**config.mk**
```make
export PLATFORM = sky130hd
export DESIGN_NAME = isl_cell
export DESIGN_NICKNAME = d
export VERILOG_FILES = /design/src/rtl/core/isl_pkg.sv /design/src/rtl/core/isl_cell.sv
export SDC_FILE = /design/constraint.sdc
export NUM_CORES = 1
export LEC_CHECK = 0
export ABC_AREA = 1
export BUFFER_PORTS_ARGS = -buffer_cell sky130_fd_sc_hd__buf_2
export CORE_MARGIN = 2
export CORE_UTILIZATION = 47
export DETAILED_ROUTE_END_ITERATION = 16
export PLACE_DENSITY = 0.82
export SLEW_MARGIN = 0
export SYNTH_ARGS = -nofsm -noshare
export SYNTH_HDL_FRONTEND = slang
export SYNTH_SLANG_ARGS = --single-unit
```
**constraint.sdc**
```tcl
create_clock -name i_clk -period 5.23 [get_ports i_clk]
set_clock_uncertainty 0.05 [all_clocks]
set_input_delay 0.2615 -clock i_clk [delete_from_list [all_inputs] [get_ports i_clk]]
set_output_delay 0.2615 -clock i_clk [all_outputs]
set_load 0.03 [all_outputs]
```
**src/rtl/core/isl_pkg.sv**
```systemverilog
// Shared constants, command codes and cell control types for the indexed shift list.
package isl_pkg;

    // Built depth of the cell row and width of one entry.
    localparam int DEPTH     = 64;
    localparam int WORD_BITS = 64;

    // Count, position and capacity fields are seven bits wide.
    localparam int CNT_W = 7;
    localparam int CMD_W = 4;

    // The read path ORs the row in groups before the final merge.
    localparam int GRP_SIZE = 8;
    localparam int NUM_GRP  = (DEPTH + GRP_SIZE - 1) / GRP_SIZE;

    // Capacity register value after reset.
    localparam logic [CNT_W-1:0] CAP_RESET = 7'd64;

    // Command codes carried on the command port.
    localparam logic [CMD_W-1:0] CMD_GET       = 4'd0;
    localparam logic [CMD_W-1:0] CMD_SET       = 4'd1;
    localparam logic [CMD_W-1:0] CMD_INSERT    = 4'd2;
    localparam logic [CMD_W-1:0] CMD_ADD_FIRST = 4'd3;
    localparam logic [CMD_W-1:0] CMD_ADD_LAST  = 4'd4;
    localparam logic [CMD_W-1:0] CMD_REM_FIRST = 4'd5;
    localparam logic [CMD_W-1:0] CMD_REM_LAST  = 4'd6;
    localparam logic [CMD_W-1:0] CMD_REM_IDX   = 4'd7;
    localparam logic [CMD_W-1:0] CMD_REM_VALUE = 4'd8;
    localparam logic [CMD_W-1:0] CMD_CLEAR     = 4'd9;

    // Per-cycle operation broadcast to every cell.
    typedef enum logic [1:0] {
        CELL_HOLD,
        CELL_WRITE,
        CELL_OPEN,
        CELL_CLOSE
    } t_cell_op;

    // Control bundle shared by the whole row.
    typedef struct packed {
        t_cell_op             op;
        logic [CNT_W-1:0]     at;
        logic [CNT_W-1:0]     count;
        logic [WORD_BITS-1:0] data;
    } t_cell_ctrl;

endpackage

```
**src/rtl/core/isl_cell.sv**
```systemverilog
// One storage cell of the list row: holds an entry and shifts with its neighbors.
module isl_cell (
    input  logic                           i_clk,
    input  logic [isl_pkg::CNT_W-1:0]      i_index,
    input  isl_pkg::t_cell_ctrl            i_ctrl,
    input  logic [isl_pkg::WORD_BITS-1:0]  i_left_word,
    input  logic [isl_pkg::WORD_BITS-1:0]  i_right_word,
    output logic [isl_pkg::WORD_BITS-1:0]  o_word,
    output logic                           o_match
);

    logic [isl_pkg::WORD_BITS-1:0] r_word;
    logic [isl_pkg::WORD_BITS-1:0] n_word;
    logic                          w_live;
    logic                          w_close_take;

    // This cell lies below the fill count, so it holds a written entry.
    assign w_live = (i_index < i_ctrl.count);

    // On a close, this cell takes its upper neighbor if that neighbor is live.
    assign w_close_take = (i_index >= i_ctrl.at) &&
                          (({1'b0, i_index} + 8'd1) < {1'b0, i_ctrl.count});

    // Next entry value from the broadcast operation.
    always_comb begin
        n_word = r_word;
        case (i_ctrl.op)
            isl_pkg::CELL_HOLD: begin
                n_word = r_word;
            end
            isl_pkg::CELL_WRITE: begin
                if (i_index == i_ctrl.at) begin
                    n_word = i_ctrl.data;
                end
            end
            isl_pkg::CELL_OPEN: begin
                if (i_index == i_ctrl.at) begin
                    n_word = i_ctrl.data;
                end else if ((i_index > i_ctrl.at) && (i_index <= i_ctrl.count)) begin
                    n_word = i_left_word;
                end
            end
            isl_pkg::CELL_CLOSE: begin
                if (w_close_take) begin
                    n_word = i_right_word;
                end
            end
            default: begin
                n_word = r_word;
            end
        endcase
    end

    // Entry storage; it has no reset and is only read once written.
    always_ff @(posedge i_clk) begin
        r_word <= n_word;
    end

    // Value compare for removal by value, qualified by occupancy.
    assign o_match = w_live && (r_word == i_ctrl.data);
    assign o_word  = r_word;

endmodule

```
; ---- Word level (Yosys, flattened, before mapping)
; Index checks and enable logic that the tools add are counted.
[op_classes]
n_addsub = 1
n_mux = 5
bitwise = 1
n_reduce_logical = 5
eq_ne = 8
order_cmp = 5
[op_table]
columns = cell, n
row1 = 64-bit two-way mux, 4
row2 = 64-bit one-hot mux with 3 select lines, 1
row3 = 64-bit equality test, 1
row4 = "7-bit by 1-bit adder with 8-bit output, second input constant", 1
row5 = 8-bit by 7-bit < comparator with 1-bit output, 1
row6 = 7-bit equality test, 1
row7 = 7-bit greater-or-equal comparator, 1
row8 = 7-bit > comparator, 1
row9 = 7-bit less-or-equal comparator, 1
row10 = 7-bit < comparator, 1
row11 = "2-bit equality test, second input constant", 2
row12 = "2-bit != test, second input constant", 2
row13 = 4-bit AND reduction, 1
row14 = 1-bit logical AND, 3
row15 = "3-bit != test, second input constant", 1
row16 = "2-bit by 1-bit equality test with 1-bit output, second input constant", 1
row17 = 2-bit zero test, 1
row18 = 1-bit NOT, 1
[totals]
regBits = 64
wordCells = 26
input_bits = 216

; ---- Longest topological paths before layout
; Gate-level depths: netlist of the first run.
[depth]
ltp_word = 5
mapped_depth = 14

; ---- Least setup slack after synthesis of the first run
; No wires, ideal clock.
[synth_path]
path_type = input port to flip-flop
from = in i_index[0] in the netlist's numbering
to = reg r_word, in the netlist o_word[0], enable pin
setup_ns = 0.488
stages = 12
n_path_buf = 0
arrival_time_ns = 4.070
setup_slack_ns = 0.622
required_ns = 4.692
cell_sequence = inv_1 -> nor3_1 -> xor2_1 -> ha_1 -> a21o_1 -> nand3_1 -> nand2_1 -> inv_1 -> nand2_1 -> nand2_1 -> nand2_1 -> nor2_1
[synth_between]
elab_chain_cells = 5
elab_cells_between_ends = 12
cone_classes = add/sub: 1 / order compare: 4 / eq/ne: 4 / reduce/logical: 3
[synth_lines]
columns = item, line
row1 = start: declaration, isl_cell.sv:4  ; input logic [isl_pkg::CNT_W-1:0] i_index,
row2 = 7-bit by 1-bit adder with 8-bit output, isl_cell.sv:22  ; (({1'b0, i_index} + 8'd1) < {1'b0, i_ctrl.count});
row3 = 8-bit by 7-bit < comparator with 1-bit output, isl_cell.sv:22
row4 = 1-bit logical AND, isl_cell.sv:21  ; assign w_close_take = (i_index >= i_ctrl.at) &&
row5 = 2-bit != test (no line), --
row6 = 4-bit AND reduction (no line) (*), --
row7 = end signal: assignment, isl_cell.sv:56  ; r_word <= n_word;
row8 = end: declaration, isl_cell.sv:12  ; logic [isl_pkg::WORD_BITS-1:0] r_word;
; Every way passes the cells marked *; elsewhere a longest branch is shown, timed or not.
; A chain may end at the register's enable or synchronous reset.

; ---- Final worst setup path of the first run
[layout_path]
from = in i_index[0] in the netlist's numbering
to = reg r_word, in the netlist o_word[31], enable pin
; The elaborated chain is that of the path after synthesis.

==> impl.org, run 1 <==
** Status
- The run finished with clean final reports.

** CTS
- In this run, post-CTS repair resized a total of 0 instances.
- TritonCTS built the clock tree.
- CTS max path bufs :: 2
- After clock tree synthesis, the clock-pin slew on the worst setup and hold paths is 0.06 ns.
- For this design, the sink count on the clock tree is 64.
- Clock root cell :: clkbuf_16
- H-tree depth reported by CTS :: 3
- After clock tree synthesis, the flow added hold-fix buffers numbering 0.
- Post-CTS timing repair inserted 0 buffers for setup.
- Counting the buffers created by CTS gives 9.

** Logic synthesis
- Each instance of the synthesized netlist takes up on average 6.815 µm².
- Fraction of registers with async set/reset :: 0%
- Counting every net in the synthesized netlist gives 1,051.
- The cell area that synthesis handed to floorplanning was 5540 µm².
- The share of the Yosys chip area taken by registers is 34.69%.
- After synthesis the netlist holds a flip-flop and latch count of 64.
- Most frequently used flop master after synthesis :: edfxtp_1
- Distinct cells, synth :: 27
- Number of warnings printed during yosys synthesis :: 0
- Post-synthesis instance total :: 813
- In this run, synthesis inferred 64 flip-flops with an integrated enable.

** Worst setup path
- Buf+Inv Stages, Crit Path :: 4
- Worst path most repeated cell :: nand2_1
- Cell type group with the largest total delay on the critical path :: simple AND/OR/NAND/NOR gates
- For this run, the slowest stage of the critical path takes 0.72 ns.
- WP data arrival :: 2.74 ns
- Biggest fanout along the worst timing path :: 33
- STA classifies the critical path startpoint as an input pin.
- The signal on the critical path passes through buf_2 > inv_1 > nor3_1 > xor2_1 > ha_1 > a21o_1 > nand3_1 > nand2_1 > inv_1 > nand2_1 > nand2_1 > nand2_1 > nor2_4 > buf_12.
- Slowest stage cell, crit path :: nor2_4
- Worst setup path category :: input pin to flop
- CP Data Required Time :: 5.18 ns
- Endpoint class of the critical path :: flop

** Cells and area
- Utilization of the core after routing :: 63.38%
- Final standard cell count with taps included and fillers excluded :: 1,224
- The area growth from synthesis to layout is 31.19%.
- The register with the most flip-flops in the layout has 64 of them.
- Final net count :: 1,314
- Most frequent cells in the layout :: nand2_1, buf_2, inv_1
- Antenna Cells :: 0
- The library cell used most frequently in the layout, excluding fill and tap cells, is nand2_1.
- Filler instances :: 1,066
- Summing all non-filler instances in the final layout gives an area of 7268 µm².
- Layout cell share with drive strength beyond 1 :: 28.95%

** Timing
- Worst slew margin relative to its limit :: 31.29%
- The number of failing hold endpoints at the final stage came to 0.
- Final critical path time including I/O delays and setup :: 2.785 ns
- The number of slew-limit violations in the final report was 0.
- Setup TNS :: 0 ns
- Setup repair after global routing left no endpoint under its margin.
- Pin slew with the least headroom to its limit :: 1.031 ns
- Smallest setup slack after layout :: 2.446 ns
- Setup violators final :: 0
- Final worst path period share :: 53.24%
- Final-layout worst hold slack :: 0.1813 ns
- Peak clock frequency supported by timing :: 0.3591 GHz

** Placed design
- Including well taps, the total number of placed cells is 1,208.
- In this run the tool buffered the top-level ports with 280 buffer cells.
- The HPWL after detailed placement is 13,650 µm.
- At the end of routability-driven placement, the weighted congestion stood at 0.8862.
- Instance area after placement :: 6994 µm²
- Setup Slack @ Placement :: 2.124 ns

** Routing
- DR DRC count :: 0
- Router iterations before antenna repair :: 5
- Drt via density :: 5.143
- Overall via count from detail_route :: 6,295
- Dividing the detail-routed wire length by the instance count gives 14.61 µm.
- Final ANT Viol Nets :: 0
- The first routing iteration left 504 violations.
- Wires add up to 17,880 µm.

** Floorplan
- The floorplan step defined a die boundary enclosing 12,670 µm².
- Die extent in y :: 112.6 µm
- Row count :: 39
- Die X-Extent :: 112.6 µm
- The initial utilization of the core area, before any placement, comes to 48.31%.
- Pin placement for this block handled 281 I/O pins.
- Core Area :: 11,470 µm²

** Global route
- The via count of the first global-routing pass came to 5,933.
- After global routing the overflow that remains totals 0.
- In the global route stage, overall resource usage came out at 27.63%.
- Entering global routing, the biggest net connects 102 pins.
- Antenna violations before repair :: 1
- Global-route wire length before repair :: 28,190 µm

** Power
- Int Pwr :: 1.140 mW
- Net switching component of the power :: 0.5885 mW
- Post-layout power :: 1.729 mW
- Share of power burned in the clock network :: 31.7%
- In this run, flip-flops and latches consume 38.3% of the power.
- VDD IR-drop max :: 0.1428 mV
- The analysis attributes to cell leakage a power of 3.734 nW.
- Of the total power, the share spent switching nets is 34.04%.
- For this design the ratio of total power to cell area is 237.8 nW/µm².
- Comb pwr share :: 30.0%

** Min path
- The startpoint identified for the worst hold timing path is i_right_word[10].
- WHS Endpoint :: o_word[10]
- Path type of the worst min-delay path :: input pin to flop
- The worst hold path was traced through 3 stages.

** Run
- Count of max-cap constraint violations :: 0
-- cells in the mapped netlist, drive strengths merged, types with 11 or more instances --
library cell  count  area share [%]
buf              13             2.0
a21oi            11            0.99
ha               22             5.0
o211ai           64             9.1
inv             109             7.4
edfxtp           64              35
clkbuf           20             1.4
nor2             63             4.5
nand3            40             3.6
nand2           337              23
xnor2            22             3.5
o21ai            34             3.1
-- layout make-up --
type,count,area (µm²),share of cell area (%)
well taps,143,178.9,2.462
multi-input cells,607,3032,41.71
flip-flops and latches,64,1922,26.44
inverters,109,410.4,5.646
clock inverters,7,48.80,0.6714
clock buffers,9,225.2,3.099
repair buffers,285,1451,19.97
-- worst min-delay path, delay by kind of cell --
| family | cells | cell delay [ns] |
|---|---|---|
| simple gates | 2 | 0.11 |
| buf+inv | 1 | 0.07 |
-- logic make-up after synthesis --
logic type / count (synthesis) / synth area share, %
adders and majority gates: 22 / 4.968
and+or+nand+nor: 448 / 32.07
DFF: 64 / 34.69
buffers and inverters: 142 / 10.73
xor gates and xnor gates: 26 / 4.110
AOI/OAI and AO/OA: 111 / 13.44
-- power groups by stage --
stage	sequential [mW]	combinational (mW)	clock [mW]
floorplan	0.765	0.213	0
global placement	0.671	0.509	0
detailed placement	0.672	0.516	0
CTS	0.662	0.519	0.555
global route	0.668	0.570	0.576
finish	0.662	0.518	0.549
-- worst max path at each step --
stage,from,end,cells after the start
2_1_floorplan,i_index[0],o_word[0],12
3_3_place_gp,i_index[0],o_word[9],14
3_5_place_dp,i_index[3],o_word[7],14
4_1_cts,i_index[3],o_word[4],14
5_1_grt,i_index[2],o_word[1],13
6_report,i_index[0],o_word[31],14
-- layer usage --
metal,GRT usage [%],wire length [µm],vias to the layer above
li1,-,-,3146
met1,34.64,7284,2785
met2,47.54,8702,322
met3,4.968,1361,40
met4,10.24,520,2
met5,0,13,-
(Power assumes the default switching activity.)
==> inputs of run 2 (changes only) <==
--- a/config.mk
+++ b/config.mk
@@ -5,10 +5,10 @@
 export SDC_FILE = /design/constraint.sdc
 export NUM_CORES = 1
 export LEC_CHECK = 0
-export ABC_AREA = 1
+export ABC_AREA = 0
 export BUFFER_PORTS_ARGS = -buffer_cell sky130_fd_sc_hd__buf_2
 export CORE_MARGIN = 2
-export CORE_UTILIZATION = 47
+export CORE_UTILIZATION = 45
 export DETAILED_ROUTE_END_ITERATION = 16
 export PLACE_DENSITY = 0.82
 export SLEW_MARGIN = 0
==> constraint.sdc (replaced) <==
create_clock -name i_clk -period 2.8 [get_ports i_clk]
set_clock_uncertainty 0.05 [all_clocks]
set_input_delay 0.14 -clock i_clk [delete_from_list [all_inputs] [get_ports i_clk]]
set_output_delay 0.14 -clock i_clk [all_outputs]
set_load 0.03 [all_outputs]
==> impl.org, run 2 <==
** Status
- The run finished with clean final reports.

** Logic synthesis
- The portion of synthesized cell area occupied by the leading cell type is 39.53% (+4.8 points).
- Post-synthesis cell type with the largest combined area :: edfxtp_1
- The number of enable-type register cells in the synthesized netlist was 64 (unchanged).
- In the synthesized netlist the dominant register cell turns out to be edfxtp_1.
- Seq/Total Area, Yosys :: 39.53% (+4.8 points)
- The net count after synthesis is 761 (-28%).
- The synthesized netlist cell count came to 523 (-36%).
- The total number of yosys warnings was 0 (unchanged).
- Sorting the synthesized cells by area gives the leading types as edfxtp_1, o31ai_1, nand2b_1.
- The async set-reset flop share out of synthesis was 0% (unchanged).
- The mapped cell area was 4862 µm² (-12%).
- The register bit count reported by yosys is 64 (unchanged).
- Distinct cells, synth :: 28 (+3.7%)
- Yosys instantiated no cell more often than a21oi_1.
- The mean instance size in the synthesized netlist came to 9.297 µm² (+36%).
- Most frequent cells after synthesis :: a21oi_1, nor2_1, nand2b_1, o31ai_1, edfxtp_1

** Min path
- Path type of the worst min-delay path :: input pin to flop

** Routing
- The detailed-route via count came to 4,939 (-22%).
- Drt via density :: 5.328 (+3.6%)
- DR DRC count :: 0 (unchanged)
- Router iterations before antenna repair :: 7 (+2)
- The total wirelength of the detailed-routed design came to 16,150 µm (-9.7%).
- The number of design-rule violations left by the first detailed-router iteration is 351 (-30%).
- The routed length per placed instance was 17.42 µm (+19%).
- Final ANT Viol Nets :: 0 (unchanged)

** Worst setup path
- Type of origin of the critical path :: flop
- Crit-path cells :: xnor2_1 > nand4_1 > nor4_1 > nand3_1 > nor3_1 > buf_2
- By startpoint and endpoint, the worst setup path is classified as flop to output port.
- WP data arrival :: 2.09 ns (-0.65 ns)
- Among all stages on the critical path, the largest delay is contributed by edfxtp_1.
- Endpoint class of the critical path :: output port
- CP peak stage delay :: 0.41 ns (-0.31 ns)
- The maximum fanout count along the critical path is 2 (-94%).
- CP Data Required Time :: 2.61 ns (-2.57 ns)

** Power
- The overall power is 2.979 mW (+72%).
- The total power divided by cell area was 454.2 nW/µm² (+91%).
- Leakage :: 2.937 nW (-21%)
- VDD IR-drop max :: 0.2964 mV (+110%)

** CTS
- TritonCTS Buffers :: 9 (unchanged)
- Clock transition at path regs :: 0.07 ns (about the same)
- The number of levels in the clock H-tree came to 3 (unchanged).
- Clock root cell :: clkbuf_8
- CTS max path bufs :: 2 (unchanged)
- The post-CTS repair timing setup buffer count was 0 (unchanged).
- The CTS sink count came to 64 (unchanged).
- The quantity of gates resized following cts is 0 (unchanged).
- The number of buffers inserted for hold repair after clock tree synthesis is 0 (unchanged).
- Clock tree from TritonCTS :: built

** Placed design
- The quantity of I/O buffers inserted on ports came to 280 (unchanged).
- The HPWL after detailed placement came to 12,970 µm (-5.0%).
- The routability congestion estimate came to 0.9202 (+3.8%).
- Setup Slack @ Placement :: 0.2453 ns (-1.879 ns)

** Floorplan
- Row count :: 37 (-5.1%)
- The I/O pin count is 281 (unchanged).
- Die extent in y :: 107.9 µm (-4.1%)
- The initial cell density of the core came to 46.68% (-1.6 points).
- Die area :: 11,650 µm² (-8.0%)
- The horizontal extent of the die came to 107.9 µm (-4.1%).
- Core Area :: 10,420 µm² (-9.2%)

** Timing
- Final critical path time including I/O delays and setup :: 2.280 ns
- Final hold violations :: 0 (unchanged)
- Setup violators final :: 0 (unchanged)
- Pin slew with the least headroom to its limit :: 0.8637 ns (-0.1670 ns)
- Based on the critical path, the design can be clocked at up to 0.4387 GHz.
- RSZ-0062 raised after global routing :: no
- Smallest setup slack after layout :: 0.5203 ns (-1.925 ns)
- Final worst path period share :: 81.42%
- The number of slew-limit violations in the final report is 0 (unchanged).
- The worst-case headroom to the max-slew limit came to 42.28% (+11 points).

** Global route
- Maximum number of pins on one net before global-route repair :: 82 (-20%)
- Global-route wire length before repair :: 24,490 µm (-13%)
- Via count of the first global-routing pass :: 4,911 (-17%)
- Overall fraction of global-route tracks in use :: 27.31% (-0.32 points)
- The remaining global-route overflow was 0 (unchanged).
- The number of antenna violations at the first check in global routing is 0 (-1).

** Cells and area
- Most frequent cells in the layout :: buf_2, a21oi_1, nor2_1
- The total inserted antenna cells was 0 (unchanged).
- Layout cell share with drive strength beyond 1 :: 38.94% (+10 points)
- Commonest non-fill, non-tap cell in the layout :: buf_2
- Syn-to-layout area delta :: 34.89%
- Final net count :: 1,025 (-22%)
- Flip-flop count of the largest register, all copies and words added :: 64 (unchanged)

** Run
- The number of max-cap violations is 0 (unchanged).
[run 2: cell types whose count changed in the layout (fill, tap and decap cells not counted), sizes merged, moves of 61 or more]
| cell | delta |
|---|---|
| a21oi | +61 |
| o211ai | -64 |
| nand2 | -335 |
| nand2b | +65 |
| o31ai | +65 |
| inv | -92 |
[run 2: path summary, 6_finish.rpt]
kind       start  cells past startpoint         end  slack [ns]
max   o_word[61]                      6     o_match        0.52
min   i_ctrl[45]                      3  o_word[45]        0.12
[run 2: power by group]
group | switching, mW | leakage, nW | internal, mW
combinational | 0.601 | 2.24 | 0.387
clock | 0.341 | 0.0849 | 0.398
sequential | 0.0671 | 0.611 | 1.18
total | 1.01 | 2.94 | 1.97
[run 2: logic make-up (layout without fill, tap and decap cells)]
group                      after synthesis  in the layout  share of synthesized area, %
DFF                                     64             64                         39.53
adders and majority gates               22             22                         5.661
AOI/OAI and AO/OA                      148            148                         19.48
buffers and inverters                   51            319                         4.606
and+or+nand+nor                        169            169                         18.30
xor gates and xnor gates                69             69                         12.43
[run 2: layout make-up]
| class | count | area, µm² |
|---|---|---|
| clock inverter | 5 | 48.80 |
| inverter | 16 | 60.06 |
| fill | 908 | 3857 |
| multi-input combinational | 408 | 2754 |
| clock buffer | 10 | 127.6 |
| tap | 136 | 170.2 |
| sequential | 64 | 1922 |
| timing repair buffer | 288 | 1476 |
[run 2: metal layers]
metal  global-route usage (%)  wire (µm)  share of wire (%)  up-vias
li1                         -          -                  -     2414
met1                    34.14       6340                 39     2250
met2                    48.29       8243                 51      255
met3                    5.003       1303                8.1       20
met4                    7.692        263                1.6        0
met5                        0          0                  0        -
[run 2: critical path: cells and delay by family, from the launching register on]
kind	cells	cell delay (ns)
AND/OR/NAND/NOR	4	0.86
flip-flops	1	0.41
XOR/XNOR	1	0.26
buffers and inverters	1	0.24
[run 2: through the flow]
stage | hold slack, ns | std cells | TNS, ns | utilization [%] | instance area, µm²
CTS | 0.09442 | 927 | 0 | 62.97 | 6559
floorplan | 0.3203 | 523 | -67.31 | - | 4881
finish | 0.1173 | 927 | 0 | 62.97 | 6559
global placement | 0.4385 | 912 | 0 | 61.27 | 6382
global route | 0.1040 | 927 | 0 | 62.97 | 6559
detailed placement | 0.4470 | 912 | 0 | 61.27 | 6382
